<file path="config.mk">
export PLATFORM = sky130hd
export DESIGN_NAME = voxel_shape_write_counter
export DESIGN_NICKNAME = d
export VERILOG_FILES = /design/src/rtl/vswc_pkg.sv /design/src/rtl/voxel_shape_write_counter.sv /design/src/rtl/vswc_ctrl.sv /design/src/rtl/vswc_datapath.sv
export SDC_FILE = /design/constraint.sdc
export NUM_CORES = 2
export LEC_CHECK = 0
export BUFFER_PORTS_ARGS = -buffer_cell sky130_fd_sc_hd__buf_2
export CAP_MARGIN = 25
export CORE_ASPECT_RATIO = 0.6
export CORE_MARGIN = 3
export CORE_UTILIZATION = 58
export DETAILED_ROUTE_END_ITERATION = 7
export PLACE_DENSITY = 0.82
export SLEW_MARGIN = 10
export SYNTH_ARGS = -nofsm -noshare
export SYNTH_HDL_FRONTEND = slang
export SYNTH_SLANG_ARGS = --single-unit
</file>
<file path="constraint.sdc">
create_clock -name clk -period 18.3 [get_ports clk]
set_clock_uncertainty 0.1 [all_clocks]
set_input_delay 5.49 -clock clk [delete_from_list [all_inputs] [get_ports clk]]
set_output_delay 5.49 -clock clk [all_outputs]
set_load 0.01 [all_outputs]
</file>
<file path="src/rtl/vswc_pkg.sv">
// Shared types, constants and codes for the voxel shape write counter.
package vswc_pkg;

  // Scan and write limits
  localparam int unsigned SCAN_LIMIT = 262144;
  localparam int unsigned WRITE_CAP  = 65536;

  // Field widths
  localparam int unsigned COUNT_W = 19;   // holds SCAN_LIMIT
  localparam int unsigned WLIM_W  = 17;   // holds WRITE_CAP
  localparam int unsigned COORD_W = 32;
  localparam int unsigned WIDE_W  = 34;   // coordinate arithmetic without overflow

  // Sphere offsets: a passing sphere is at most 63 voxels wide, so |d| <= 31
  localparam int unsigned DELTA_W = 7;
  localparam int unsigned SQ_W    = 2 * DELTA_W;
  localparam int unsigned DIST_W  = SQ_W + 2;

  localparam logic [WLIM_W-1:0] WRITE_LIMIT_RESET = WLIM_W'(WRITE_CAP);

  // Edit kinds and shapes
  localparam logic [1:0] KIND_REMOVE  = 2'd0;
  localparam logic [1:0] KIND_ADD     = 2'd1;
  localparam logic [1:0] KIND_PAINT   = 2'd2;
  localparam logic [1:0] SHAPE_SPHERE = 2'd0;
  localparam logic [1:0] SHAPE_BOX    = 2'd1;

  // Axis codes
  localparam logic [1:0] AXIS_X = 2'd0;
  localparam logic [1:0] AXIS_Y = 2'd1;
  localparam logic [1:0] AXIS_Z = 2'd2;

  typedef struct packed {
    logic [1:0]                op_kind;
    logic [1:0]                op_shape;
    logic signed [COORD_W-1:0] radius_q16;
    logic signed [COORD_W-1:0] centre_x;
    logic signed [COORD_W-1:0] centre_y;
    logic signed [COORD_W-1:0] centre_z;
    logic signed [COORD_W-1:0] extent_x;
    logic signed [COORD_W-1:0] extent_y;
    logic signed [COORD_W-1:0] extent_z;
  } edit_t;

  typedef struct packed {
    logic               ok;
    logic [WLIM_W-1:0]  writes;
    logic [COUNT_W-1:0] scans;
  } result_t;

  typedef enum logic [2:0] {
    ST_IDLE,
    ST_CHECK,
    ST_AXIS,
    ST_SCAN,
    ST_FINISH
  } state_t;

  // Controller to datapath
  typedef struct packed {
    logic       load;       // capture the edit word
    logic       check;      // validate, square the radius, seed the volume
    logic       axis_en;    // bound and volume step on one axis
    logic [1:0] axis;
    logic       scan_init;  // park the scan at the low corner
    logic       scan_en;    // test one voxel
    logic       finish;     // apply the write limit and emit
    logic       abort;      // emit a failed result
  } vswc_cmd_t;

  // Datapath to controller
  typedef struct packed {
    logic check_fail;
    logic axis_fail;
    logic sphere;
    logic scan_last;
  } vswc_stat_t;

endpackage

</file>
<file path="src/rtl/voxel_shape_write_counter.sv">
// Top level of the voxel shape write counter: controller plus datapath.
//
//   channel   | handshake              | word
//   ----------+------------------------+-----------------------------------
//   edit      | start, busy            | edit_t: kind, shape, radius, centre, extents
//   result    | result_valid (strobe)  | result_t: ok, writes, scans
//   config    | cfg_valid, cfg_ready   | cfg_data: write limit, 17 bits
//
// An edit word is taken when start is high and busy is low. A box, or any
// edit that fails a check, goes to its strobe without a scan; a sphere also
// scans every voxel of its bounding cube, (2r+1)^3 with r the integer radius,
// with a single-voxel distance test per step of the scan loop
// (at most 63^3 = 250047 voxels pass the scan limit).
// Reset is synchronous: the sequencer returns to idle, the write limit goes to
// 65536. Each result shows for one cycle only; the receiver cannot stall it. The
// config channel is always ready; write it only while busy is low (unchecked).
module voxel_shape_write_counter
  import vswc_pkg::*;
(
  input  logic              clk,
  input  logic              rst,
  input  logic              start,
  output logic              busy,
  input  edit_t             edit,
  output logic              result_valid,
  output result_t           result,
  input  logic              cfg_valid,
  output logic              cfg_ready,
  input  logic [WLIM_W-1:0] cfg_data
);

  vswc_cmd_t  cmd;
  vswc_stat_t stat;

  // Config register takes a word every cycle
  assign cfg_ready = 1'b1;

  // Sequencer: check, three axis steps, then scan for spheres
  vswc_ctrl u_ctrl (
    .clk   (clk),
    .rst   (rst),
    .start (start),
    .stat  (stat),
    .cmd   (cmd),
    .busy  (busy)
  );

  // Arithmetic, scan counters and result register
  vswc_datapath u_datapath (
    .clk          (clk),
    .rst          (rst),
    .cfg_we       (cfg_valid && cfg_ready),
    .cfg_data     (cfg_data),
    .edit         (edit),
    .cmd          (cmd),
    .stat         (stat),
    .result_valid (result_valid),
    .result       (result)
  );

endmodule

</file>
<file path="src/rtl/vswc_ctrl.sv">
// Sequencer for the voxel shape write counter.
module vswc_ctrl
  import vswc_pkg::*;
(
  input  logic       clk,
  input  logic       rst,
  input  logic       start,
  input  vswc_stat_t stat,
  output vswc_cmd_t  cmd,
  output logic       busy
);

  state_t     state, state_next;
  logic [1:0] axis, axis_next;

  always_ff @(posedge clk) begin
    if (rst) begin
      state <= ST_IDLE;
      axis  <= AXIS_X;
    end else begin
      state <= state_next;
      axis  <= axis_next;
    end
  end

  always_comb begin
    state_next = state;
    axis_next  = axis;
    cmd        = '0;
    cmd.axis   = axis;
    unique case (state)
      ST_IDLE: begin
        if (start) begin
          cmd.load   = 1'b1;
          state_next = ST_CHECK;
        end
      end
      ST_CHECK: begin
        cmd.check = 1'b1;
        axis_next = AXIS_X;
        if (stat.check_fail) begin
          cmd.abort  = 1'b1;
          state_next = ST_IDLE;
        end else begin
          state_next = ST_AXIS;
        end
      end
      ST_AXIS: begin
        cmd.axis_en = 1'b1;
        if (stat.axis_fail) begin
          cmd.abort  = 1'b1;
          state_next = ST_IDLE;
        end else if (axis == AXIS_Z) begin
          if (stat.sphere) begin
            cmd.scan_init = 1'b1;
            state_next    = ST_SCAN;
          end else begin
            state_next = ST_FINISH;
          end
        end else begin
          axis_next = axis + 2'd1;
        end
      end
      ST_SCAN: begin
        cmd.scan_en = 1'b1;
        if (stat.scan_last) state_next = ST_FINISH;
      end
      ST_FINISH: begin
        cmd.finish = 1'b1;
        state_next = ST_IDLE;
      end
      default: begin
        state_next = ST_IDLE;
      end
    endcase
  end

  assign busy = (state != ST_IDLE);

endmodule

</file>
<file path="src/rtl/vswc_datapath.sv">
// Datapath: edit capture, bounds, volume, sphere scan, write limit and result.
module vswc_datapath
  import vswc_pkg::*;
(
  input  logic        clk,
  input  logic        rst,
  input  logic        cfg_we,
  input  logic [WLIM_W-1:0] cfg_data,
  input  edit_t       edit,
  input  vswc_cmd_t   cmd,
  output vswc_stat_t  stat,
  output logic        result_valid,
  output result_t     result
);

  edit_t               edit_q;
  logic [WLIM_W-1:0]   write_limit;
  logic [COORD_W-1:0]  lim;
  logic [COUNT_W-1:0]  count;
  logic [COUNT_W-1:0]  written;
  logic signed [DELTA_W-1:0] dx, dy, dz;

  logic sphere;
  assign sphere = (edit_q.op_shape == SHAPE_SPHERE);

  // Configuration register
  always_ff @(posedge clk) begin
    if (rst) begin
      write_limit <= WRITE_LIMIT_RESET;
    end else if (cfg_we) begin
      write_limit <= cfg_data;
    end
  end

  // Validation
  logic [2*COORD_W-1:0] r2;
  logic                 check_fail;
  assign r2 = $unsigned(edit_q.radius_q16) * $unsigned(edit_q.radius_q16);
  assign check_fail = (write_limit == '0) || (write_limit > WLIM_W'(WRITE_CAP)) ||
                      (edit_q.op_kind != KIND_REMOVE && edit_q.op_kind != KIND_ADD &&
                       edit_q.op_kind != KIND_PAINT) ||
                      (edit_q.op_shape != SHAPE_SPHERE && edit_q.op_shape != SHAPE_BOX) ||
                      (sphere && (edit_q.radius_q16[COORD_W-1] || edit_q.radius_q16 == '0));

  // Per-axis bounds and volume
  logic signed [COORD_W-1:0] c_sel, e_sel;
  logic signed [WIDE_W-1:0]  c_wide, ext_wide, lo_wide, hi_wide;
  logic [WIDE_W-1:0]         w_wide;
  logic [2*COUNT_W-1:0]      prod;
  logic                      bound_fail, e_fail, wide_fail, prod_fail;

  always_comb begin
    unique case (cmd.axis)
      AXIS_X:  begin c_sel = edit_q.centre_x; e_sel = edit_q.extent_x; end
      AXIS_Y:  begin c_sel = edit_q.centre_y; e_sel = edit_q.extent_y; end
      default: begin c_sel = edit_q.centre_z; e_sel = edit_q.extent_z; end
    endcase
  end

  assign c_wide   = $signed({{(WIDE_W-COORD_W){c_sel[COORD_W-1]}}, c_sel});
  assign ext_wide = sphere ? $signed({(WIDE_W-15)'(0), edit_q.radius_q16[30:16]})
                           : $signed({{(WIDE_W-COORD_W){e_sel[COORD_W-1]}}, e_sel});
  assign lo_wide  = c_wide - ext_wide;
  assign hi_wide  = c_wide + ext_wide + $signed({(WIDE_W-1)'(0), sphere});
  // In the 32-bit range when the top three bits agree
  assign bound_fail = !(lo_wide[WIDE_W-1:COORD_W-1] == 3'b000 ||
                        lo_wide[WIDE_W-1:COORD_W-1] == 3'b111) ||
                      !(hi_wide[WIDE_W-1:COORD_W-1] == 3'b000 ||
                        hi_wide[WIDE_W-1:COORD_W-1] == 3'b111);
  assign e_fail    = !sphere && (e_sel[COORD_W-1] || e_sel == '0);
  assign w_wide    = sphere ? {(WIDE_W-16)'(0), edit_q.radius_q16[30:16], 1'b1}
                            : {1'b0, e_sel, 1'b0};
  assign wide_fail = (w_wide > WIDE_W'(SCAN_LIMIT));
  assign prod      = count * w_wide[COUNT_W-1:0];
  assign prod_fail = (prod > (2*COUNT_W)'(SCAN_LIMIT));

  // Sphere scan: offsets from the centre, x fastest
  logic signed [DELTA_W-1:0] ext_d, neg_ext;
  logic [SQ_W-1:0]           sqx, sqy, sqz;
  logic [DIST_W-1:0]         dist_sq;
  logic                      x_end, y_end, z_end, in_shape;

  assign ext_d    = $signed({1'b0, edit_q.radius_q16[16 +: DELTA_W-1]});
  assign neg_ext  = -ext_d;
  assign x_end    = (dx == ext_d);
  assign y_end    = (dy == ext_d);
  assign z_end    = (dz == ext_d);
  assign sqx      = dx * dx;
  assign sqy      = dy * dy;
  assign sqz      = dz * dz;
  assign dist_sq  = DIST_W'(sqx) + DIST_W'(sqy) + DIST_W'(sqz);
  assign in_shape = (COORD_W'(dist_sq) <= lim);

  always_ff @(posedge clk) begin
    if (cmd.load) edit_q <= edit;
    if (cmd.check) begin
      lim   <= r2[2*COORD_W-1:COORD_W];
      count <= COUNT_W'(1);
    end
    if (cmd.axis_en) count <= prod[COUNT_W-1:0];
    if (cmd.scan_init) begin
      dx      <= neg_ext;
      dy      <= neg_ext;
      dz      <= neg_ext;
      written <= '0;
    end else if (cmd.scan_en) begin
      if (in_shape) written <= written + COUNT_W'(1);
      if (x_end) begin
        dx <= neg_ext;
        if (y_end) begin
          dy <= neg_ext;
          dz <= dz + DELTA_W'(1);
        end else begin
          dy <= dy + DELTA_W'(1);
        end
      end else begin
        dx <= dx + DELTA_W'(1);
      end
    end
  end

  // Write limit and result
  logic [COUNT_W-1:0] wr;
  logic               over;
  assign wr   = sphere ? written : count;
  assign over = (wr > COUNT_W'(write_limit));

  always_ff @(posedge clk) begin
    if (rst) begin
      result_valid <= 1'b0;
    end else begin
      result_valid <= cmd.finish || cmd.abort;
    end
  end

  always_ff @(posedge clk) begin
    if (cmd.abort || (cmd.finish && over)) begin
      result <= '0;
    end else if (cmd.finish) begin
      result.ok     <= 1'b1;
      result.writes <= wr[WLIM_W-1:0];
      result.scans  <= count;
    end
  end

  assign stat.check_fail = check_fail;
  assign stat.axis_fail  = bound_fail || e_fail || wide_fail || prod_fail;
  assign stat.sphere     = sphere;
  assign stat.scan_last  = x_end && y_end && z_end;

endmodule

</file>
==> run_results.csv <==
group,metric,value,unit
worst_setup_path,critical_path_arrival,11240,ps
synth,synth_top_cell_area_share,38.0,%
timing,drv_slew,0,
worst_setup_path,cpMostUsedCell,"fa_1",
synth,synth.most_common_cell,"inv_1",
timing,period_needed,11120,ps
timing,fmax,0.0899,GHz
clock_network,clk_path_buf_depth,3,
clock_network,ctsResizeCount,0,
clock_network,clk_latency,600,ps
route,wl_per_cell,22.0,um
synth,seq_area_frac_synth,16.7,%
placement,port_buffers,287,
worst_setup_path,critPathSlowestCell,"a2111oi_0",
floorplan,dieArea,113000,um^2
route,routed_wl,179,mm
synth,synth_edf_count,300,
synth,ys_warn_count,0,
worst_setup_path,crit_type,"flop to flop",
floorplan,rows,93,
synth,synth_area,63300,um^2
layout,syn2layout_area_growth,6.49,%
clock_network,ctsHoldBuffers,0,
clock_network,cts-buffers-inserted,38,
worst_setup_path,crit_path_end_kind,"flop",
floorplan,pin_count,289,
placement,place_congestion,1.01,
floorplan,core-area,108000,um^2
synth,synth_area_leader_cell,"fa_1",
timing,setup_viol,0,
clock_network,cts_tree,"done",
synth,synth_ff_type,"edfxtp_1",
grt,grt_pass1_wl,280,mm
worst_setup_path,crit_fanout,59,
route,ant_nets,0,
synth,ys_seq_elements,379,
clock_network,h-tree-depth,2,
layout,layout-drive-gt1-share,7.49,%
timing,relSlewSlack,28.2,%
grt,antenna_found_initial,4,
worst_setup_path,crit_family,"compound AO/OA/AOI/OAI gates",
route,met2_wirelength,72.5,mm
timing,tightestPinTransition,1070,ps
grt,grt_pass1_vias,48900,
synth,ys_async_sr_fraction,0,%
synth,yosysUniqueCellTypes,91,
route,met3_wirelength,26.9,mm
hold_path,min_path_type,"flop to flop",
synth,netlist_top_cells_count,"inv_1, fa_1, nand2_1",
route,dr.max_layer_used,"met5",
grt,grt-ovfl-total,0,
route,initialDrtViolationCount,4842,
timing,setup_tns,0,ps
floorplan,start_util,58.8,%
route,drcViolationCount,0,
grt,track_usage,32.3,%
floorplan,die_x,433,um
clock_network,clkSlewWorstSetupHoldPaths,60,ps
flow_run,maxCapViolCount,0,
floorplan,die_h,262,um
worst_setup_path,startpoint_type,"flop",
synth,avgSynthCellArea,9.67,um^2
synth,synth.area.top_cells,"fa_1, edfxtp_1, ha_1, inv_1, and2_1",
route,via_count,46900,
outcome,status,"completed",
timing,hold_viol,0,
grt,grt_max_degree,89,
synth,syn_nets,8598,
clock_network,cts.sinks,379,
worst_setup_path,critPathRequiredTime,18420,ps
clock_network,cts_root_buf,"clkbuf_16",
clock_network,postCtsSetupBuffers,0,
timing,min_period_over_period,60.8,%
timing,rsz0062_at_grt,"false",
route,via_per_inst,5.75,
route,wl_met1,73.6,mm
placement,hpwl,143,mm
layout,nNetsFinal,8743,
route,drtPass1Iterations,8,
worst_setup_path,max_stage_delay,890,ps
worst_setup_path,crit_buf_inv,6,
synth,synthCells,6552,
worst reg2reg max path, delay by kind of cell, from the launching register on:
| kind | cells | cell delay (ps) |
|---|---|---|
| adder cells (fa/ha/maj) | 8 | 3720 |
| flip-flops | 1 | 330 |
| buffers and inverters | 6 | 1180 |
| AO/OA/AOI/OAI | 9 | 4220 |
| AND/OR/NAND/NOR | 5 | 1210 |
worst paths after layout:
kind	from	to	slack, ps	depth (start not counted)
max reg2reg	u_ctrl.axis[0]	u_datapath.dx[6]	7180	28
max	u_ctrl.axis[0]	u_datapath.dx[6]	7180	28
min reg2reg	u_datapath.result[10]	u_datapath.result[10]	350	2
min	u_datapath.result[10]	u_datapath.result[10]	350	2
kinds of logic after synthesis:
group / share of synthesized area [%]
buffers and inverters: 11.1
DFF: 16.7
muxes: 0.644
other: 0.00592
xor gates and xnor gates: 2.54
and+or+nand+nor: 12.8
adders and majority gates: 49.8
AOI/OAI and AO/OA: 6.50
state kept, by name, summed over array words and instances, names as in the netlist:
| register | flops |
|---|---|
| u_datapath.lim | 32 |
| u_datapath.result | 37 |
| u_datapath.result_valid | 1 |
| u_ctrl.axis | 2 |
| u_ctrl.state | 3 |
| u_datapath.dy | 7 |
| u_datapath.edit_q | 228 |
| u_datapath.written | 19 |
| u_datapath.count | 19 |
| u_datapath.write_limit | 17 |
| u_datapath.dx | 7 |
| u_datapath.dz | 7 |
stage by stage:
step	std cells	worst slack (ps)	util, %	instance area [um^2]	hold WS, ps
CTS	8145	7550	62.5	67300	355
detailed placement	8077	7590	61.4	66200	346
global placement	8074	7670	61.4	66100	345
global route	8150	6890	62.6	67400	374
finish	8151	7180	62.6	67400	354
floorplan	6552	2470	-	63300	358
final cells by class:
| type | instances | area, um^2 |
|---|---|---|
| multi-input cells | 4328 | 45800 |
| fillers | 8575 | 40300 |
| flip-flops and latches | 379 | 10600 |
| inverters | 1571 | 5900 |
| repair buffers | 379 | 2200 |
| well taps | 1425 | 1780 |
| clock buffers | 44 | 995 |
| clock inverters | 24 | 185 |
| diodes | 1 | 2.50 |
routing by layer:
metal / vias to the layer above / track usage, %
li1: 20400 / -
met1: 23200 / 47.3
met2: 2924 / 44.9
met3: 351 / 12.0
met4: 8 / 8.86
met5: - / 0.420
placed cells by master, fill, tap and decap left out, drive strengths merged, types with 34 or more instances in the layout:
cell type / Yosys / layout
inv: 1565 / 1573
buf: 38 / 379
fa: 1202 / 1202
mux2i: 37 / 37
edfxtp: 300 / 300
o21ai: 103 / 103
nand3: 43 / 43
dfxtp: 79 / 79
nand2: 687 / 687
xnor2: 124 / 124
and2: 418 / 418
xor2: 60 / 60
nand4: 46 / 46
a21oi: 210 / 210
nor3: 59 / 59
nor2b: 35 / 35
a21o: 48 / 48
clkbuf: 236 / 44
nor2: 263 / 263
a22oi: 34 / 34
ha: 595 / 595
Power is not shown: default switching activity piles up to over one toggle a cycle in this logic, so the estimate is an artifact.
